## src/hw/rtl/lspe_pkg.sv

```systemverilog
package lspe_pkg;

  localparam int SampleBits = 12;
  localparam int NormFracBits = 12;
  localparam int NumCh = 4;
  localparam int NormBits = NormFracBits + 1;
  localparam int DivBits = SampleBits + NormFracBits;
  localparam int SumBits = NormBits + 2;
  localparam int NumBits = NormBits + 3;
  localparam int PosBits = 16;
  localparam int PosShift = 13;
  localparam int QuoBits = NumBits + PosShift;
  localparam int SumFloor = ((1 << NormFracBits) + 99) / 100;

  typedef logic [1:0] op_t;
  localparam op_t OpRestart = 2'd0;
  localparam op_t OpCal = 2'd1;
  localparam op_t OpRun = 2'd2;

  typedef struct packed {
    op_t op;
    logic [SampleBits-1:0] sample_a;
    logic [SampleBits-1:0] sample_b;
    logic [SampleBits-1:0] sample_c;
    logic [SampleBits-1:0] sample_d;
  } in_item_t;

  typedef struct packed {
    logic line_lost;
    logic signed [PosBits-1:0] position;
    logic range_zero;
  } out_item_t;

  typedef enum logic [2:0] {
    StIdle, StNorm, StCent, StDiv, StWait, StOut
  } state_t;

endpackage

```

## src/hw/rtl/line_sensor_position_estimator_core.sv

```systemverilog
// One item is taken at a time. Restart, calibration and unused operations give their result the
// cycle after the input transfer, as does a run item that finds the line lost. Any other run
// item starts four channel lanes side by side, each a 24-step restoring divider; the StCent state
// then combines the lanes, StDiv checks the weak-signal floor and a single 29-step divider forms
// the centroid, a step that is skipped when the signal is too weak to divide. Results sit in an
// output register until transferred, and the next item is accepted the cycle after that.
module line_sensor_position_estimator_core (
  input  logic clk,
  input  logic rst_n,
  input  logic in_valid,
  output logic in_ready,
  input  lspe_pkg::in_item_t in_data,
  output logic out_valid,
  input  logic out_ready,
  output lspe_pkg::out_item_t out_data
);

  localparam int SB = lspe_pkg::SampleBits;

  lspe_pkg::state_t state_r, state_nxt;
  logic [SB-1:0] min_r [lspe_pkg::NumCh], max_r [lspe_pkg::NumCh];
  logic [SB-1:0] min_nxt [lspe_pkg::NumCh], max_nxt [lspe_pkg::NumCh];
  logic [SB-1:0] in_smp [lspe_pkg::NumCh];
  lspe_pkg::out_item_t res_r, res_nxt;
  logic [lspe_pkg::NumCh-1:0] lane_done;
  logic [lspe_pkg::NormBits-1:0] norm [lspe_pkg::NumCh];
  logic lane_start, div_start, div_done;
  logic [lspe_pkg::SumBits-1:0] sum_r, sum_nxt;
  logic signed [lspe_pkg::NumBits-1:0] num_r, num_nxt;
  logic signed [lspe_pkg::PosBits-1:0] div_q;
  logic [SB+2:0] thr4, b4, c4;
  logic acc;

  assign in_smp[0] = in_data.sample_a;
  assign in_smp[1] = in_data.sample_b;
  assign in_smp[2] = in_data.sample_c;
  assign in_smp[3] = in_data.sample_d;
  assign in_ready = (state_r == lspe_pkg::StIdle);
  assign out_valid = (state_r == lspe_pkg::StOut);
  assign out_data = res_r;
  assign acc = in_valid && in_ready;

  for (genvar g = 0; g < lspe_pkg::NumCh; g++) begin : g_lane
    lspe_lane u_lane (
      .clk(clk), .rst_n(rst_n), .start(lane_start), .raw(in_smp[g]),
      .lo(min_r[g]), .hi(max_r[g]), .done(lane_done[g]), .norm(norm[g])
    );
  end

  lspe_divider u_div (
    .clk(clk), .rst_n(rst_n), .start(div_start), .num(num_r), .den(sum_r),
    .done(div_done), .quo(div_q)
  );

  always_comb begin
    state_nxt = state_r;
    res_nxt = res_r;
    sum_nxt = sum_r;
    num_nxt = num_r;
    lane_start = 1'b0;
    div_start = 1'b0;
    for (int i = 0; i < lspe_pkg::NumCh; i++) begin
      min_nxt[i] = min_r[i];
      max_nxt[i] = max_r[i];
    end
    thr4 = (SB+3)'({min_r[1], 2'b00}) + (SB+3)'(max_r[1]) - (SB+3)'(min_r[1]);
    b4 = {1'b0, in_smp[1], 2'b00};
    c4 = {1'b0, in_smp[2], 2'b00};
    case (state_r)
      lspe_pkg::StIdle: begin
        if (acc) begin
          res_nxt = '0;
          if (in_data.op == lspe_pkg::OpRestart || in_data.op == lspe_pkg::OpCal) begin
            for (int i = 0; i < lspe_pkg::NumCh; i++) begin
              if (in_data.op == lspe_pkg::OpRestart) begin
                min_nxt[i] = in_smp[i];
                max_nxt[i] = in_smp[i];
              end else begin
                if (in_smp[i] < min_r[i]) min_nxt[i] = in_smp[i];
                if (in_smp[i] > max_r[i]) max_nxt[i] = in_smp[i];
              end
            end
            state_nxt = lspe_pkg::StOut;
          end else if (in_data.op == lspe_pkg::OpRun) begin
            if (b4 < thr4 && c4 < thr4) begin
              res_nxt.line_lost = 1'b1;
              state_nxt = lspe_pkg::StOut;
            end else begin
              lane_start = 1'b1;
              state_nxt = lspe_pkg::StNorm;
            end
          end else begin
            state_nxt = lspe_pkg::StOut;
          end
          for (int i = 0; i < lspe_pkg::NumCh; i++)
            if (max_nxt[i] <= min_nxt[i]) res_nxt.range_zero = 1'b1;
        end
      end
      lspe_pkg::StNorm: begin
        if (&lane_done) state_nxt = lspe_pkg::StCent;
      end
      lspe_pkg::StCent: begin
        sum_nxt = lspe_pkg::SumBits'(norm[0]) + lspe_pkg::SumBits'(norm[1])
                + lspe_pkg::SumBits'(norm[2]) + lspe_pkg::SumBits'(norm[3]);
        num_nxt = lspe_pkg::NumBits'(2 * (int'(norm[3]) - int'(norm[0]))
                + int'(norm[2]) - int'(norm[1]));
        state_nxt = lspe_pkg::StDiv;
      end
      lspe_pkg::StDiv: begin
        if (sum_r < lspe_pkg::SumBits'(lspe_pkg::SumFloor)) begin
          state_nxt = lspe_pkg::StOut;
        end else begin
          div_start = 1'b1;
          state_nxt = lspe_pkg::StWait;
        end
      end
      lspe_pkg::StWait: begin
        if (div_done) begin
          res_nxt.position = div_q;
          state_nxt = lspe_pkg::StOut;
        end
      end
      lspe_pkg::StOut: begin
        if (out_ready) state_nxt = lspe_pkg::StIdle;
      end
      default: begin
        state_nxt = lspe_pkg::StIdle;
      end
    endcase
  end

  always_ff @(posedge clk) begin
    res_r <= res_nxt;
    sum_r <= sum_nxt;
    num_r <= num_nxt;
    if (!rst_n) begin
      state_r <= lspe_pkg::StIdle;
      for (int i = 0; i < lspe_pkg::NumCh; i++) begin
        min_r[i] <= '1;
        max_r[i] <= '0;
      end
    end else begin
      state_r <= state_nxt;
      for (int i = 0; i < lspe_pkg::NumCh; i++) begin
        min_r[i] <= min_nxt[i];
        max_r[i] <= max_nxt[i];
      end
    end
  end

  assert property (@(posedge clk) disable iff (!rst_n)
    out_valid && !out_ready |=> out_valid && $stable(out_data))
    else $error("result changed while stalled");
  assert property (@(posedge clk) disable iff (!rst_n)
    out_valid |-> !in_ready)
    else $error("input taken while result pending");
  assert property (@(posedge clk) disable iff (!rst_n)
    out_valid && out_data.line_lost |-> out_data.position == '0)
    else $error("lost line with nonzero position");

endmodule

```

## src/hw/rtl/lspe_lane.sv

```systemverilog
module lspe_lane (
  input  logic clk,
  input  logic rst_n,
  input  logic start,
  input  logic [lspe_pkg::SampleBits-1:0] raw,
  input  logic [lspe_pkg::SampleBits-1:0] lo,
  input  logic [lspe_pkg::SampleBits-1:0] hi,
  output logic done,
  output logic [lspe_pkg::NormBits-1:0] norm
);

  localparam int W = lspe_pkg::DivBits;
  localparam int CW = $clog2(W + 1);

  logic [W-1:0] quo_r, quo_nxt;
  logic [lspe_pkg::SampleBits:0] rem_r, rem_nxt;
  logic [lspe_pkg::SampleBits-1:0] den_r, den_nxt;
  logic [CW-1:0] cnt_r, cnt_nxt;
  logic busy_r, busy_nxt;
  logic [lspe_pkg::SampleBits-1:0] clamped;
  logic [lspe_pkg::SampleBits:0] trial;

  always_comb begin
    clamped = raw;
    if (clamped < lo) clamped = lo;
    if (clamped > hi) clamped = hi;
    trial = {rem_r[lspe_pkg::SampleBits-1:0], quo_r[W-1]};
    quo_nxt = quo_r;
    rem_nxt = rem_r;
    den_nxt = den_r;
    cnt_nxt = cnt_r;
    busy_nxt = busy_r;
    if (start) begin
      busy_nxt = (hi > lo);
      den_nxt = (hi > lo) ? hi - lo : '0;
      quo_nxt = {clamped - lo, {lspe_pkg::NormFracBits{1'b0}}};
      rem_nxt = '0;
      cnt_nxt = CW'(W);
    end else if (busy_r) begin
      if (trial >= {1'b0, den_r}) begin
        rem_nxt = trial - {1'b0, den_r};
        quo_nxt = {quo_r[W-2:0], 1'b1};
      end else begin
        rem_nxt = trial;
        quo_nxt = {quo_r[W-2:0], 1'b0};
      end
      cnt_nxt = cnt_r - 1'b1;
      if (cnt_r == CW'(1)) busy_nxt = 1'b0;
    end
  end

  always_ff @(posedge clk) begin
    quo_r <= quo_nxt;
    rem_r <= rem_nxt;
    den_r <= den_nxt;
    cnt_r <= cnt_nxt;
    if (!rst_n) begin
      busy_r <= 1'b0;
    end else begin
      busy_r <= busy_nxt;
    end
  end

  assign done = !busy_r;
  assign norm = (den_r == '0) ? '0 : quo_r[lspe_pkg::NormBits-1:0];

endmodule

```

## src/hw/rtl/lspe_divider.sv

```systemverilog
module lspe_divider (
  input  logic clk,
  input  logic rst_n,
  input  logic start,
  input  logic signed [lspe_pkg::NumBits-1:0] num,
  input  logic [lspe_pkg::SumBits-1:0] den,
  output logic done,
  output logic signed [lspe_pkg::PosBits-1:0] quo
);

  localparam int W = lspe_pkg::QuoBits;
  localparam int CW = $clog2(W + 1);

  logic [W-1:0] q_r, q_nxt;
  logic [lspe_pkg::SumBits:0] rem_r, rem_nxt;
  logic [lspe_pkg::SumBits-1:0] den_r, den_nxt;
  logic neg_r, neg_nxt;
  logic [CW-1:0] cnt_r, cnt_nxt;
  logic busy_r, busy_nxt;
  logic [lspe_pkg::NumBits-1:0] mag;
  logic [lspe_pkg::SumBits:0] trial;
  logic [W-1:0] sq;

  always_comb begin
    mag = num[lspe_pkg::NumBits-1] ? lspe_pkg::NumBits'(-num) : num;
    trial = {rem_r[lspe_pkg::SumBits-1:0], q_r[W-1]};
    q_nxt = q_r;
    rem_nxt = rem_r;
    den_nxt = den_r;
    neg_nxt = neg_r;
    cnt_nxt = cnt_r;
    busy_nxt = busy_r;
    if (start) begin
      busy_nxt = 1'b1;
      den_nxt = den;
      neg_nxt = num[lspe_pkg::NumBits-1];
      q_nxt = {mag, {lspe_pkg::PosShift{1'b0}}};
      rem_nxt = '0;
      cnt_nxt = CW'(W);
    end else if (busy_r) begin
      if (trial >= {1'b0, den_r}) begin
        rem_nxt = trial - {1'b0, den_r};
        q_nxt = {q_r[W-2:0], 1'b1};
      end else begin
        rem_nxt = trial;
        q_nxt = {q_r[W-2:0], 1'b0};
      end
      cnt_nxt = cnt_r - 1'b1;
      if (cnt_r == CW'(1)) busy_nxt = 1'b0;
    end
    sq = neg_r ? -q_r : q_r;
  end

  always_ff @(posedge clk) begin
    q_r <= q_nxt;
    rem_r <= rem_nxt;
    den_r <= den_nxt;
    neg_r <= neg_nxt;
    cnt_r <= cnt_nxt;
    if (!rst_n) begin
      busy_r <= 1'b0;
    end else begin
      busy_r <= busy_nxt;
    end
  end

  assign done = !busy_r;
  assign quo = sq[lspe_pkg::PosBits-1:0];

endmodule
```

## config.mk

```make
export PLATFORM = sky130hd
export DESIGN_NAME = line_sensor_position_estimator_core
export DESIGN_NICKNAME = d
export VERILOG_FILES = /design/src/hw/rtl/lspe_pkg.sv /design/src/hw/rtl/line_sensor_position_estimator_core.sv /design/src/hw/rtl/lspe_lane.sv /design/src/hw/rtl/lspe_divider.sv
export SDC_FILE = /design/constraint.sdc
export NUM_CORES = 2
export LEC_CHECK = 0
export BUFFER_PORTS_ARGS = -buffer_cell sky130_fd_sc_hd__clkbuf_2
export CELL_PAD_IN_SITES_DETAIL_PLACEMENT = 1
export CELL_PAD_IN_SITES_GLOBAL_PLACEMENT = 2
export CORE_MARGIN = 1
export CORE_UTILIZATION = 40
export DETAILED_ROUTE_END_ITERATION = 8
export PLACE_DENSITY = 0.87
export REMOVE_ABC_BUFFERS = 1
export SYNTH_ARGS = -nofsm -noshare
export SYNTH_HDL_FRONTEND = slang
export SYNTH_HIERARCHICAL = 1
export SYNTH_SLANG_ARGS = --single-unit
```

## constraint.sdc

```tcl
create_clock -name clk -period 10.9 [get_ports clk]
set_clock_uncertainty 0.15 [all_clocks]
set_input_delay 1.09 -clock clk [delete_from_list [all_inputs] [get_ports clk]]
set_output_delay 1.09 -clock clk [all_outputs]
set_load 0.01 [all_outputs]
```

# Word-level counts from Yosys, hierarchy flattened

Memory sizes are Yosys's and may differ from the RTL's.
Index checks and enable logic that the tools add are counted.

Multiplexer cells: 109
Equal/unequal tests: 16
$lt $le $gt $ge: 28
Add/sub/neg operators: 28
Bitwise logic cells: 9
Reduce and logical (&&, ||, !) cells: 25

Operators by type and width:

| kind                                                                | number |
|---|---|
| 48-bit 2-to-1 mux                                                   | 10 |
| 12-bit 2-to-1 mux                                                   | 36 |
| 24-bit 2-to-1 mux                                                   | 8 |
| 12-bit > comparator                                                 | 12 |
| 12-bit subtractor                                                   | 12 |
| 29-bit 2-to-1 mux                                                   | 2 |
| 13-bit by 12-bit >= comparator with 1-bit output                    | 4 |
| 13-bit 2-to-1 mux                                                   | 4 |
| 12-bit <= comparator                                                | 4 |
| 12-bit logical NOT                                                  | 4 |
| 12-bit less-than comparator                                         | 4 |
| 16-bit 2-to-1 mux                                                   | 3 |
| 1-bit 2-to-1 mux                                                    | 35 |
| 16-bit negator                                                      | 2 |
| 16-bit one-hot mux with 2 select lines                              | 1 |
| 14-bit by 15-bit less-than comparator with 1-bit output             | 2 |
| 5-bit by 1-bit == test with 1-bit output (second input constant)    | 5 |
| 5-bit by 1-bit subtractor with 5-bit output (second input constant) | 5 |
| 3-bit 2-to-1 mux                                                    | 7 |
| 3-bit one-hot mux with 6 select lines                               | 1 |
| 17-bit 2-to-1 mux                                                   | 1 |
| 15-bit by 14-bit adder with 16-bit output                           | 1 |
| 16-bit by 15-bit >= comparator with 1-bit output                    | 1 |
| 16-bit by 14-bit subtractor with 16-bit output                      | 1 |
| other kinds (29)                                                    | 50 |

Flip-flop bits (word level): 334
Memories: 2
Word-level logic and storage cells: 254
Bits in writable memories: 96
Output and inout bits: 20

Memories:

| memory | depth | width | read ports | clocked after Yosys merged registers in | write ports | RTL line                                  | source |
|---|---|---|---|---|---|---|---|
| max_r  | 4     | 12    | 4          | 0                                       | 4           | line_sensor_position_estimator_core.sv:21 | `logic [SB-1:0] min_r [lspe_pkg::NumCh], max_r [lspe_pkg::NumCh];` |
| min_r  | 4     | 12    | 4          | 0                                       | 4           | line_sensor_position_estimator_core.sv:21 |  |

# Longest topological paths before layout

An unclocked memory read counts as a cell.

Depth in word-level cells: 14
Gate-level depth with buffers: 27
Depth with buffers taken out: 25

# By module

The synthesis kept the hierarchy.

Modules (own cells, without submodules):

| module                              | cells an instance | instances | seq. area each (µm²) | area an instance (µm²) |
|---|---|---|---|---|
| line_sensor_position_estimator_core | 1743              | 1         | 3453.3               | 15219.6 |
| lspe_lane at g_lane[0].u_lane ...   | 564               | 2         | 1321.3               | 4663.2 |
| lspe_lane at g_lane[3].u_lane       | 546               | 1         | 1321.3               | 4662.0 |
| lspe_lane at g_lane[2].u_lane       | 547               | 1         | 1321.3               | 4658.2 |
| lspe_divider                        | 405               | 1         | 1641.6               | 3881.2 |

# Least setup slack after synthesis

No wires, ideal clock.

Kind: register to register
From: mem min_r[1][1] (netlist bit)
To: reg g_lane[0].u_lane.quo_r[12], enable pin
Stages on the path, launching flop included: 24
Arrival: 6144 ps
Library setup time: 350 ps
Required time: 10400 ps
Slack: 4256 ps
Cell sequence: dfxtp_1 -> inv_1 -> fa_1 -> inv_1 -> ha_1 -> nor2b_1 -> o31a_1 -> o21bai_1 -> nand2b_1 -> a21oi_1 -> xor2_1 -> ha_1 -> o21ai_0 -> nor2_1 -> o2111a_1 -> nor3_1 -> maj3_2 -> a2111oi_4 -> a311o_1 -> and3_1 -> clkbuf_1 -> inv_1 -> clkbuf_1 -> nand2_1

RTL lines:

| item                 | RTL line                                  | source |
|---|---|---|
| from (decl)          | line_sensor_position_estimator_core.sv:21 |  |
| to (signal assigned) | lspe_lane.sv:53                           | `quo_r <= quo_nxt;` |
| to (decl)            | lspe_lane.sv:15                           | `logic [W-1:0] quo_r, quo_nxt;` |

==> impl_metrics.env <==
export IMPL_status="finished clean"
export IMPL_timing_final_ws_setup_ns=3.63
export IMPL_syn_area_um2=37700
export IMPL_worstPathMaxFanout=14
export IMPL_hp_class="reg2reg"
export IMPL_cap_violations=0
export IMPL_grt_usage_pct=23.0
export IMPL_wl_per_cell_um=19.4
export IMPL_die_w_um=309
export IMPL_cts_buffer_depth=3
export IMPL_routed_wl_um=110000
export IMPL_synth_flop_cell="dfxtp_1"
export IMPL_drive_gt1_share_pct=8.00
export IMPL_post_cts_buffers=0
export IMPL_grt_pass1_wl_um=178000
export IMPL_ir_drop_mv=0.342
export IMPL_worstPathRequired_ns=11.18
export IMPL_synth_distinct_cells=107
export IMPL_syn_avg_cell_area_um2=8.64
export IMPL_cts_buffers_inserted=56
export IMPL_clk_pin_slew_ns=0.06
export IMPL_syn2layout_area_growth_pct=9.64
export IMPL_synth_cells=4369
export IMPL_drt_initial_drc_count=1485
export IMPL_die_y_um=309
export IMPL_path_class="reg2reg"
export IMPL_gp_congestion=0.875
export IMPL_ctsHtreeMaxLevel=2
export IMPL_synth_seq_cells=430
export IMPL_setup_tns_ns=0
export IMPL_yosysWarningCount=6
export IMPL_ant_nets=0
export IMPL_cp_start_kind="flop"
export IMPL_layout_cells_non_filler=5682
export IMPL_clk_insertion_delay_late_ns=0.68
export IMPL_max_slew_margin_rel_pct=17.0
export IMPL_grt_overflow=0
export IMPL_async_reset_ff_share_pct=0
export IMPL_finalMaxSlewViolations=0
export IMPL_cts_resized_gates=0
export IMPL_n_fill_cell=11074
export IMPL_cp_arrival_ns=7.56
export IMPL_finalHoldViolations=0
export IMPL_timing_final_crit_share_pct=66.7
export IMPL_cts_sinks=430
export IMPL_drcViolationCount=0
export IMPL_ios=74
export IMPL_p_leak_nw=18.0
export IMPL_grt_max_degree=106
export IMPL_tightestPinTransition_ns=1.23
export IMPL_coreArea_um2=93300
export IMPL_port_buffers=73
export IMPL_grt_pass1_vias=33296
export IMPL_clockRootBuffer="clkbuf_16"
export IMPL_hold_buffers=0
export IMPL_fmax_mhz=138
export IMPL_fin_nets=4969
export IMPL_rows=112
export IMPL_dp_slack_ns=3.14
export IMPL_power_density_nw_per_um2=281
export IMPL_layout_min_cycle_time_ns=7.27
export IMPL_start_util_pct=40.4
export IMPL_hpwl_um=84800
export IMPL_final_cell_area_um2=41400
export IMPL_finish_utilization_pct=44.3
export IMPL_die_area_um2=95600
export IMPL_numPlacedInstances=5573
export IMPL_crit_path_end_kind="flop"
export IMPL_finalSetupViolCount=0
export IMPL_dpl_cell_area_um2=39400
export IMPL_cts_tree="built"
export IMPL_antenna_found_initial=8
export IMPL_synth_edf_count=177
export IMPL_drtPass1Iterations=5
export IMPL_num_vias=31905
export IMPL_synth_seq_area_share_pct=27.5
export IMPL_avgViaCountPerCell=5.62
export IMPL_grt_setup_unrepaired="no"
-- cells in the mapped netlist, drive strengths merged, types with 57 or more instances --
cell type / n / area (um^2)
a21o: 102 / 767
fa: 64 / 1280
a211oi: 66 / 510
nor2b: 139 / 870
dfxtp: 253 / 5060
nor3: 82 / 410
ha: 474 / 5930
xor2: 57 / 499
and2: 81 / 507
inv: 419 / 1570
clkbuf: 128 / 480
nand4: 59 / 369
nor2: 336 / 1260
nand2: 395 / 1490
edfxtp: 177 / 5320
o21ai: 211 / 1070
mux2i: 214 / 2140
nand3: 73 / 365
a21oi: 246 / 1230
xnor2: 124 / 1090
-- where the power goes --
part | leakage, nW | switching, W | internal [W]
sequential | 3.75 | 0.000374 | 0.00234
combinational | 13.3 | 0.00399 | 0.00294
clock | 0.961 | 0.000817 | 0.00118
-- path summary, 6_finish.rpt --
kind	from	endpoint	slack [ns]	cells past startpoint
worst max register to register	min_r[3][1]	g_lane[3].u_lane/quo_r[20]	3.63	25
worst max-delay path	min_r[3][1]	g_lane[3].u_lane/quo_r[20]	3.63	25
worst min register to register	sum_r[5]	u_div/den_r[5]	0.29	0
worst min-delay path	sum_r[5]	u_div/den_r[5]	0.29	0
-- through the flow --
stage | hold WS (ns) | power (W)
final | 0.295 | 0.0116
after global routing | 0.305 | 0.0126
after CTS | 0.294 | 0.0117
after detailed placement | 0.279 | 0.00966
after global placement | 0.275 | 0.00939
after floorplan | 0.270 | 0.00776
-- cells by family (layout without fill, tap and decap cells) --
kind of cell | count (synthesis) | count (layout) | synth area share [%]
AND/OR/NAND/NOR | 1378 | 1378 | 17.9
AO/OA/AOI/OAI | 982 | 982 | 17.7
buffers and inverters | 590 | 646 | 6.14
adder cells (fa/ha/maj) | 541 | 541 | 19.2
flip-flops | 430 | 430 | 27.5
multiplexers | 267 | 267 | 7.39
XOR/XNOR | 181 | 181 | 4.20
other | 0 | 3 | 0
-- placed cells by master, fill, tap and decap left out, types with 34 or more instances in the layout --
cell,count
ha_1,474
inv_1,415
nand2_1,394
nor2_1,332
dfxtp_1,249
a21oi_1,246
mux2i_1,214
o21ai_0,193
edfxtp_1,177
nor2b_1,137
xnor2_1,124
a21o_1,101
nor3_1,80
and2_1,79
nand3_1,73
clkbuf_2,70
fa_1,64
a211oi_1,63
nand4_1,59
clkbuf_16,58
xor2_1,57
nand2b_1,53
buf_4,47
o21a_1,36
mux2_2,34
-- critical path: stages (launching register included) --
cell and delay [ns]:
dfxtp_1 0.64, inv_1 0.21, ha_1 0.33, a21o_1 0.18, a211oi_2 0.22, nor4_1 0.07
or4_1 0.76, mux2_2 0.41, ha_1 0.29, nor2b_1 0.13, o211ai_1 0.10, a211o_1 0.27
a31oi_1 0.66, buf_4 0.31, inv_1 0.10, o21ai_0 0.17, ha_1 0.23, fa_1 0.23
nor2b_1 0.05, o21ai_0 0.25, a21boi_1 0.13, o21ai_0 0.20, a21oi_1 0.14, o21a_1 0.19
or3_1 0.31, a32o_1 0.27
-- cell type report --
| class | count | area [um^2] | share of cell area (%) |
|---|---|---|---|
| clock inverters | 37 | 415 | 1.00 |
| well taps | 1254 | 1570 | 3.79 |
| diodes | 3 | 7.51 | 0.0181 |
| clock buffers | 69 | 1570 | 3.80 |
| repair buffers | 119 | 719 | 1.74 |
| inverters | 421 | 1580 | 3.82 |
| multi-input cells | 3349 | 25100 | 60.7 |
| flip-flops and latches | 430 | 10400 | 25.1 |
-- registers in the layout, indices dropped and copies added (netlist names), 18 cells and up --
signal,flops
u_div/q_r,29
g_lane.u_lane/den_r,48
g_lane.u_lane/rem_r,48
g_lane.u_lane/cnt_r,20
max_r,48
out_data,18
g_lane.u_lane/quo_r,96
min_r,48
-- metal layers --
metal / track usage [%] / routed length, um
met3: 3.08 / 3670
met5: 0 / 46
met2: 41.1 / 54100
met1: 28.9 / 50000
met4: 5.81 / 2460
Power figures use the tool's default switching activity.
